[config.mk]
export PLATFORM = sky130hd
export DESIGN_NAME = lateral_shower_moment
export DESIGN_NICKNAME = d
export VERILOG_FILES = /design/src/design/lsm_pkg.sv /design/src/design/lsm_ctrl.sv /design/src/design/lsm_datapath.sv /design/src/design/lateral_shower_moment.sv
export SDC_FILE = /design/constraint.sdc
export NUM_CORES = 2
export LEC_CHECK = 0
export ABC_AREA = 0
export BUFFER_PORTS_ARGS = -buffer_cell sky130_fd_sc_hd__buf_4
export CAP_MARGIN = 20
export CORE_MARGIN = 2
export CORE_UTILIZATION = 54
export DETAILED_ROUTE_END_ITERATION = 8
export HOLD_SLACK_MARGIN = 0.06
export PLACE_DENSITY = 0.7
export SLEW_MARGIN = 20
export SYNTH_ARGS = -nofsm -noshare
export SYNTH_HDL_FRONTEND = slang
export SYNTH_HIERARCHICAL = 1
export SYNTH_SLANG_ARGS = --single-unit
[constraint.sdc]
create_clock -name clk -period 22.6 [get_ports clk]
set_clock_uncertainty 0.05 [all_clocks]
set_input_delay 3.39 -clock clk [delete_from_list [all_inputs] [get_ports clk]]
set_output_delay 3.39 -clock clk [all_outputs]
set_load 0.005 [all_outputs]
[src/design/lsm_pkg.sv]
// Shared types and constants for the lateral shower moment block.
// No dependencies.
package lsm_pkg;

    localparam int ENERGY_W   = 16;
    localparam int RADIUS_W   = 16;
    localparam int SPACING_W  = 20;
    localparam int FRAC_W     = 16;
    localparam int SQ_W       = 2 * RADIUS_W;
    localparam int TERM_W     = SQ_W + ENERGY_W;
    localparam int SUM_W      = 56;
    localparam int ESUM_W     = ENERGY_W + 1;
    localparam int CORE_W     = SPACING_W + ESUM_W;
    localparam int DEN_W      = SUM_W + 1;
    localparam int REM_W      = SUM_W + 2;
    localparam int DIV_CW     = 4;
    localparam int APB_DW     = 32;
    localparam int APB_AW     = 3;

    localparam logic [SPACING_W-1:0] SPACING_RESET = SPACING_W'(25600);
    localparam logic [DIV_CW-1:0]    DIV_LAST      = DIV_CW'(FRAC_W - 1);
    localparam logic                 REG_SPACING   = 1'b0;

    typedef enum logic [2:0] {
        S_IDLE,
        S_SQUARE,
        S_MULT,
        S_ACC,
        S_CORE,
        S_DEN,
        S_DIV,
        S_OUT
    } state_t;

    typedef struct packed {
        logic load;
        logic square;
        logic mult;
        logic acc;
        logic core;
        logic den;
        logic div_step;
        logic finish;
    } cmd_t;

    typedef struct packed {
        logic last;
        logic out_free;
    } status_t;

endpackage

[src/design/lsm_ctrl.sv]
// Controller state machine for the lateral shower moment block.
// Depends on lsm_pkg; drives the datapath through cmd_t.
module lsm_ctrl
(
    input  logic             clk,
    input  logic             rst_n,
    input  logic             in_valid,
    output logic             in_ready,
    input  lsm_pkg::status_t status,
    output lsm_pkg::cmd_t    cmd
);
    import lsm_pkg::*;

    state_t              state_reg;
    state_t              state_next;
    logic [DIV_CW-1:0]   step_reg;
    logic [DIV_CW-1:0]   step_next;

    always_ff @(posedge clk or negedge rst_n)
    begin
        if (!rst_n)
        begin
            state_reg <= S_IDLE;
            step_reg  <= '0;
        end
        else
        begin
            state_reg <= state_next;
            step_reg  <= step_next;
        end
    end

    always_comb
    begin
        state_next = state_reg;
        step_next  = step_reg;
        unique case (state_reg)
            S_IDLE:
            begin
                if (in_valid)
                begin
                    state_next = S_SQUARE;
                end
            end
            S_SQUARE: state_next = S_MULT;
            S_MULT:   state_next = S_ACC;
            S_ACC:    state_next = status.last ? S_CORE : S_IDLE;
            S_CORE:   state_next = S_DEN;
            S_DEN:
            begin
                state_next = S_DIV;
                step_next  = '0;
            end
            S_DIV:
            begin
                step_next = step_reg + 1'b1;
                if (step_reg == DIV_LAST)
                begin
                    state_next = S_OUT;
                end
            end
            S_OUT:
            begin
                if (status.out_free)
                begin
                    state_next = S_IDLE;
                end
            end
            default: state_next = S_IDLE;
        endcase
    end

    always_comb
    begin
        cmd      = '0;
        in_ready = 1'b0;
        unique case (state_reg)
            S_IDLE:
            begin
                in_ready = 1'b1;
                cmd.load = in_valid;
            end
            S_SQUARE: cmd.square   = 1'b1;
            S_MULT:   cmd.mult     = 1'b1;
            S_ACC:    cmd.acc      = 1'b1;
            S_CORE:   cmd.core     = 1'b1;
            S_DEN:    cmd.den      = 1'b1;
            S_DIV:    cmd.div_step = 1'b1;
            S_OUT:    cmd.finish   = status.out_free;
            default:  cmd          = '0;
        endcase
    end

endmodule

[src/design/lsm_datapath.sv]
// Datapath for the lateral shower moment block: ranking, multiply-accumulate,
// denominator and restoring divider, output register. Depends on lsm_pkg.
module lsm_datapath
#(
    parameter int MAX_CRYSTALS = 256
)
(
    input  logic                           clk,
    input  logic                           rst_n,
    input  lsm_pkg::cmd_t                  cmd,
    output lsm_pkg::status_t               status,
    input  logic [lsm_pkg::SPACING_W-1:0]  spacing_squared,
    input  logic [lsm_pkg::ENERGY_W-1:0]   energy,
    input  logic [lsm_pkg::RADIUS_W-1:0]   radius,
    input  logic                           last,
    output logic                           out_valid,
    input  logic                           out_ready,
    output logic [lsm_pkg::FRAC_W-1:0]     lat_fraction,
    output logic                           too_few,
    output logic                           zero_denominator
);
    import lsm_pkg::*;

    localparam int CNT_W = $clog2(MAX_CRYSTALS + 1);
    localparam logic [CNT_W-1:0] CNT_MAX = CNT_W'(MAX_CRYSTALS);

    logic [ENERGY_W-1:0] top_energy_reg;
    logic [RADIUS_W-1:0] top_radius_reg;
    logic [ENERGY_W-1:0] second_energy_reg;
    logic [RADIUS_W-1:0] second_radius_reg;
    logic [SUM_W-1:0]    reduced_sum_reg;
    logic [CNT_W-1:0]    crystal_count_reg;
    logic                last_reg;

    logic [ENERGY_W-1:0] acc_energy_reg;
    logic [RADIUS_W-1:0] acc_radius_reg;
    logic                acc_en_reg;
    logic [SQ_W-1:0]     square_reg;
    logic [TERM_W-1:0]   term_reg;

    logic [CORE_W-1:0]   core_reg;
    logic [DEN_W-1:0]    den_reg;
    logic [REM_W-1:0]    rem_reg;
    logic [FRAC_W-1:0]   quo_reg;
    logic                sat_reg;

    logic                out_valid_reg;
    logic [FRAC_W-1:0]   lat_reg;
    logic                few_reg;
    logic                zden_reg;

    logic [SUM_W:0]      sum_wide;
    logic [REM_W-1:0]    rem_shift;
    logic [REM_W-1:0]    den_ext;
    logic                rem_ge;
    logic                few_now;
    logic                zden_now;
    logic [DEN_W-1:0]    den_sum;

    assign sum_wide  = {1'b0, reduced_sum_reg} + (SUM_W+1)'(term_reg);
    assign rem_shift = {rem_reg[REM_W-2:0], 1'b0};
    assign den_ext   = REM_W'(den_reg);
    assign rem_ge    = rem_shift >= den_ext;
    assign few_now   = crystal_count_reg < CNT_W'(3);
    assign zden_now  = den_reg == '0;
    assign den_sum   = DEN_W'(reduced_sum_reg) + DEN_W'(core_reg);

    assign status.last     = last_reg;
    assign status.out_free = !out_valid_reg || out_ready;

    // Rank the new crystal, pick the one that leaves the top two; MAC, divide
    always_ff @(posedge clk)
    begin
        if (cmd.load)
        begin
            acc_en_reg <= 1'b0;
            if (crystal_count_reg == '0)
            begin
                top_energy_reg <= energy;
                top_radius_reg <= radius;
            end
            else if (crystal_count_reg == CNT_W'(1))
            begin
                if (energy > top_energy_reg)
                begin
                    second_energy_reg <= top_energy_reg;
                    second_radius_reg <= top_radius_reg;
                    top_energy_reg    <= energy;
                    top_radius_reg    <= radius;
                end
                else
                begin
                    second_energy_reg <= energy;
                    second_radius_reg <= radius;
                end
            end
            else if (energy > top_energy_reg)
            begin
                acc_en_reg        <= 1'b1;
                acc_energy_reg    <= second_energy_reg;
                acc_radius_reg    <= second_radius_reg;
                second_energy_reg <= top_energy_reg;
                second_radius_reg <= top_radius_reg;
                top_energy_reg    <= energy;
                top_radius_reg    <= radius;
            end
            else if (energy > second_energy_reg)
            begin
                acc_en_reg        <= 1'b1;
                acc_energy_reg    <= second_energy_reg;
                acc_radius_reg    <= second_radius_reg;
                second_energy_reg <= energy;
                second_radius_reg <= radius;
            end
            else
            begin
                acc_en_reg     <= 1'b1;
                acc_energy_reg <= energy;
                acc_radius_reg <= radius;
            end
        end
        else if (cmd.finish)
        begin
            top_energy_reg    <= '0;
            top_radius_reg    <= '0;
            second_energy_reg <= '0;
            second_radius_reg <= '0;
        end
        if (cmd.load)
        begin
            last_reg <= last;
        end
        if (cmd.square)
        begin
            square_reg <= acc_radius_reg * acc_radius_reg;
        end
        if (cmd.mult)
        begin
            term_reg <= square_reg * acc_energy_reg;
        end
        if (cmd.core)
        begin
            core_reg <= spacing_squared *
                        (ESUM_W'(top_energy_reg) + ESUM_W'(second_energy_reg));
        end
        if (cmd.den)
        begin
            den_reg <= den_sum;
            rem_reg <= REM_W'(reduced_sum_reg);
            sat_reg <= DEN_W'(reduced_sum_reg) >= den_sum;
            quo_reg <= '0;
        end
        else if (cmd.div_step)
        begin
            rem_reg <= rem_ge ? rem_shift - den_ext : rem_shift;
            quo_reg <= {quo_reg[FRAC_W-2:0], rem_ge};
        end
        if (cmd.finish)
        begin
            few_reg  <= few_now;
            zden_reg <= !few_now && zden_now;
            if (few_now || zden_now)
            begin
                lat_reg <= '0;
            end
            else if (sat_reg)
            begin
                lat_reg <= '1;
            end
            else
            begin
                lat_reg <= quo_reg;
            end
        end
    end

    // Cluster sum and count, cleared after each result; output valid flag
    always_ff @(posedge clk or negedge rst_n)
    begin
        if (!rst_n)
        begin
            reduced_sum_reg   <= '0;
            crystal_count_reg <= '0;
            out_valid_reg     <= 1'b0;
        end
        else
        begin
            if (cmd.finish)
            begin
                reduced_sum_reg   <= '0;
                crystal_count_reg <= '0;
            end
            else
            begin
                if (cmd.acc && acc_en_reg)
                begin
                    reduced_sum_reg <= sum_wide[SUM_W] ? '1 : sum_wide[SUM_W-1:0];
                end
                if (cmd.load && crystal_count_reg < CNT_MAX)
                begin
                    crystal_count_reg <= crystal_count_reg + 1'b1;
                end
            end
            if (cmd.finish)
            begin
                out_valid_reg <= 1'b1;
            end
            else if (out_ready)
            begin
                out_valid_reg <= 1'b0;
            end
        end
    end

    assign out_valid        = out_valid_reg;
    assign lat_fraction     = lat_reg;
    assign too_few          = few_reg;
    assign zero_denominator = zden_reg;

endmodule

[src/design/lateral_shower_moment.sv]
// Top level of the lateral shower moment block: APB register, controller, datapath.
// Depends on lsm_pkg, lsm_ctrl and lsm_datapath.
//
//   channel   | handshake             | payload
//   ----------+-----------------------+------------------------------------------
//   in        | in_valid / in_ready   | energy, radius, last
//   out       | out_valid / out_ready | lat_fraction, too_few, zero_denominator
//   apb       | psel, penable, pready | paddr, pwrite, pwdata, prdata
//
// A crystal passes through accept, square, multiply and accumulate; the two
// multiplier stages of the accumulate path set this sequence.
// The last crystal of a cluster then adds the product, the denominator, 16 divider
// steps of one quotient bit each, and the output load.
// The output register holds a result until taken; a stalled result holds the block.
// rst_n clears the controller and the cluster sums and sets spacing_squared to 25600.
module lateral_shower_moment
#(
    parameter int MAX_CRYSTALS = 256
)
(
    input  logic                          clk,
    input  logic                          rst_n,
    input  logic                          psel,
    input  logic                          penable,
    input  logic                          pwrite,
    input  logic [lsm_pkg::APB_AW-1:0]    paddr,
    input  logic [lsm_pkg::APB_DW-1:0]    pwdata,
    output logic [lsm_pkg::APB_DW-1:0]    prdata,
    output logic                          pready,
    input  logic                          in_valid,
    output logic                          in_ready,
    input  logic [lsm_pkg::ENERGY_W-1:0]  energy,
    input  logic [lsm_pkg::RADIUS_W-1:0]  radius,
    input  logic                          last,
    output logic                          out_valid,
    input  logic                          out_ready,
    output logic [lsm_pkg::FRAC_W-1:0]    lat_fraction,
    output logic                          too_few,
    output logic                          zero_denominator
);
    import lsm_pkg::*;

    logic [SPACING_W-1:0] spacing_reg;
    logic                 reg_sel;
    cmd_t                 cmd;
    status_t              status;

    assign reg_sel = paddr[APB_AW-1] == REG_SPACING;
    assign pready  = 1'b1;
    assign prdata  = reg_sel ? APB_DW'(spacing_reg) : '0;

    always_ff @(posedge clk or negedge rst_n)
    begin
        if (!rst_n)
        begin
            spacing_reg <= SPACING_RESET;
        end
        else if (psel && penable && pwrite && reg_sel)
        begin
            spacing_reg <= pwdata[SPACING_W-1:0];
        end
    end

    lsm_ctrl u_ctrl
    (
        .clk      (clk),
        .rst_n    (rst_n),
        .in_valid (in_valid),
        .in_ready (in_ready),
        .status   (status),
        .cmd      (cmd)
    );

    lsm_datapath
    #(
        .MAX_CRYSTALS (MAX_CRYSTALS)
    )
    u_datapath
    (
        .clk              (clk),
        .rst_n            (rst_n),
        .cmd              (cmd),
        .status           (status),
        .spacing_squared  (spacing_reg),
        .energy           (energy),
        .radius           (radius),
        .last             (last),
        .out_valid        (out_valid),
        .out_ready        (out_ready),
        .lat_fraction     (lat_fraction),
        .too_few          (too_few),
        .zero_denominator (zero_denominator)
    );

endmodule

==> flow_summary.ini <==
[detailed_routing]
via_per_inst = 5.72
post_drt_wl_per_cell_um = 19.1
final_antenna_net_count = 0
routed.top_layer = met5
wl_met2_mm = 73.2
wirelength_met1_mm = 66.5
dr_wl_met3_mm = 11.5
wl_mm = 156
vias = 46900
drt_first_pass_iters = 6
drc_errors = 0
dr.first_iter.drc_count = 3229

[sta]
hold_viol = 0
setup_viol = 0
setup_tns_ns = 0
drv_slew = 0
rsz0062_at_grt = no
slew_headroom_pct = 28.6
fin_crit_ns = 9.79
max_clock_freq_ghz = 0.102
setup_slack_ns = 12.81
whs_ns = 0.464
fin_crit_sh_pct = 43.3
tightest_slew_ns = 1.07

[yosys]
yosys.area.top_type = fa_1
syn_area_per_cell_sq_um = 9.34
ys.flop_type = edfxtp_1
synth-seq-cells = 456
synthCells = 6679
synth_area_leaders = fa_1 (27%), edfxtp_1 (17%), ha_1 (12%)
yosysWarnings = 6
synth_edf_count = 346
synth_top_area_share_pct = 27.1
synth_cell_types = 103
synth_area_sq_mm = 0.0624
postSynth.asyncResetShare_pct = 20.4
yosysSeqAreaShare_pct = 20.9

[critical_path]
slowest_stage = o41ai_1
critPathKind = reg -> reg
required_ns = 22.94
cp-start-kind = register
critPathArrivalTime_ns = 10.14
crit_path_frequent_cell = fa_1
path_max_fanout = 41
crit_path_end_kind = register
cpPeakStageDelay_ns = 0.64

[run]
max_cap_viol_count = 0

[clocking]
cts_resized = 0
cts_tree = done
htree_levels = 2
clk_pin_slew_worst_paths_ns = 0.06
clk_latency_ns = 0.70
postCtsSetupBuffers = 0
cts-root-buf = clkbuf_16
clock-sinks = 456
numCtsBuffers = 56
cts_buffer_depth = 3
cts-hold-fix-buffers = 0

[floorplan]
coreArea_sq_mm = 0.115
die-width_um = 344
start_util_pct = 54.5
ioPinCount = 128
die_area_sq_mm = 0.118
row_count = 124
die_y_um = 344

[cells_and_area]
syn_to_final_growth_pct = 6.59
drive_above_1_share_pct = 5.93
fin_nets = 8121

[worst_hold_path]
hold_path.class = reg -> reg

[global_routing]
gr-usage-all-layers_pct = 26.7
antenna_found_initial = 6
grt_pass1_wl_mm = 251
grt_overflow = 0
grt_max_degree = 95
first_global_vias = 47700

[run_status]
run_status = completed

[placement]
pre_cts_slack_ns = 12.95
dp_hpwl_mm = 118
io_buffer_count = 100
routabilityCongestion = 0.933
## cells by family after synthesis
kind of cell    synth area share [%]
simple gates                    14.6
buf+inv                         8.83
fa+ha+maj                       38.6
compound gates                  11.3
flops                           20.9
xor+xnor                        3.83
mux                             1.84
other cells                   0.0240
## metrics by stage
step / instances / utilization, % / cell area (sq um)
6_report: 8187 / 58.1 / 66500
4_1_cts: 8186 / 58.1 / 66500
3_5_place_dp: 8080 / 56.3 / 64500
2_1_floorplan: 6694 / - / 62500
3_3_place_gp: 8080 / 56.3 / 64500
5_1_grt: 8186 / 58.1 / 66500
## critical path: cells and delay by family (launching register included)
family / cells / cell delay [ns]
simple gates: 3 / 0.59
compound gates: 19 / 3.98
flops: 1 / 0.42
buf+inv: 5 / 0.76
fa+ha+maj: 8 / 3.64
xor+xnor: 1 / 0.08
## routing by layer
layer  track usage, %  vias to the layer above
met5                0                        -
met4             7.70                        8
met3             3.89                      278
met2             44.2                     1696
met1             36.6                    23300
li1                 -                    21500
## final cells by class
cell class                      count  area [sq um]
Sequential cell                   456         13100
Clock inverter                     37           407
Antenna cell                        1          2.50
Clock buffer                       69          1600
Inverter                         1127          4230
Tap cell                         1512          1890
Timing Repair Buffer              180          1350
Fill cell                        9905         48000
Multi-Input combinational cell   4805         44000
## synthesized netlist by cell type (34+ instances only)
library cell and count:
a211oi_1 43, a21o_1 156, a21oi_1 328, a31oi_1 44, and2_1 329, and3_1 36, clkbuf_1 265, dfrtp_1 90
edfxtp_1 346, fa_1 845, ha_1 575, inv_1 1126, mux2_2 39, mux2i_1 41, nand2_1 837, nand2b_1 58
nand3_1 89, nand4_1 57, nor2_1 245, nor2b_1 101, nor3_1 34, o211ai_1 46, o21a_1 62, o21ai_0 217
o21bai_1 38, xnor2_1 181, xor2_1 92
## cell usage in the layout, fill, tap and decap left out, types with 46 or more instances in the layout
master	Yosys	final
clkbuf_16	0	62
nand2b_1	58	58
edfxtp_1	346	346
buf_4	15	180
nor2b_1	101	101
o21a_1	62	62
fa_1	845	845
and2_1	329	327
inv_1	1126	1126
a21o_1	156	156
nand2_1	837	837
nand4_1	57	57
xor2_1	92	92
dfrtp_1	90	90
a21oi_1	328	328
nor2_1	245	245
xnor2_1	181	181
o211ai_1	46	46
nand3_1	89	89
o21ai_0	217	217
ha_1	575	575
## path summary, 6_finish.rpt
check	startpoint	endpoint	slack, ns	cells after the start
max	u_datapath/top_energy_reg[1]	u_datapath/core_reg[35]	12.81	36
min	u_datapath/quo_reg[0]	u_datapath/quo_reg[0]	0.46	2
max reg2reg	u_datapath/top_energy_reg[1]	u_datapath/core_reg[35]	12.81	36
min reg2reg	u_datapath/quo_reg[0]	u_datapath/quo_reg[0]	0.46	2
max in group asynchronous	rst_n	u_datapath/out_valid	18.60	2
min in group asynchronous	rst_n	u_datapath/reduced_sum_reg[0]	2.63	1
Power is not shown: default switching activity piles up to over one toggle a cycle in this logic, so the estimate is an artifact.
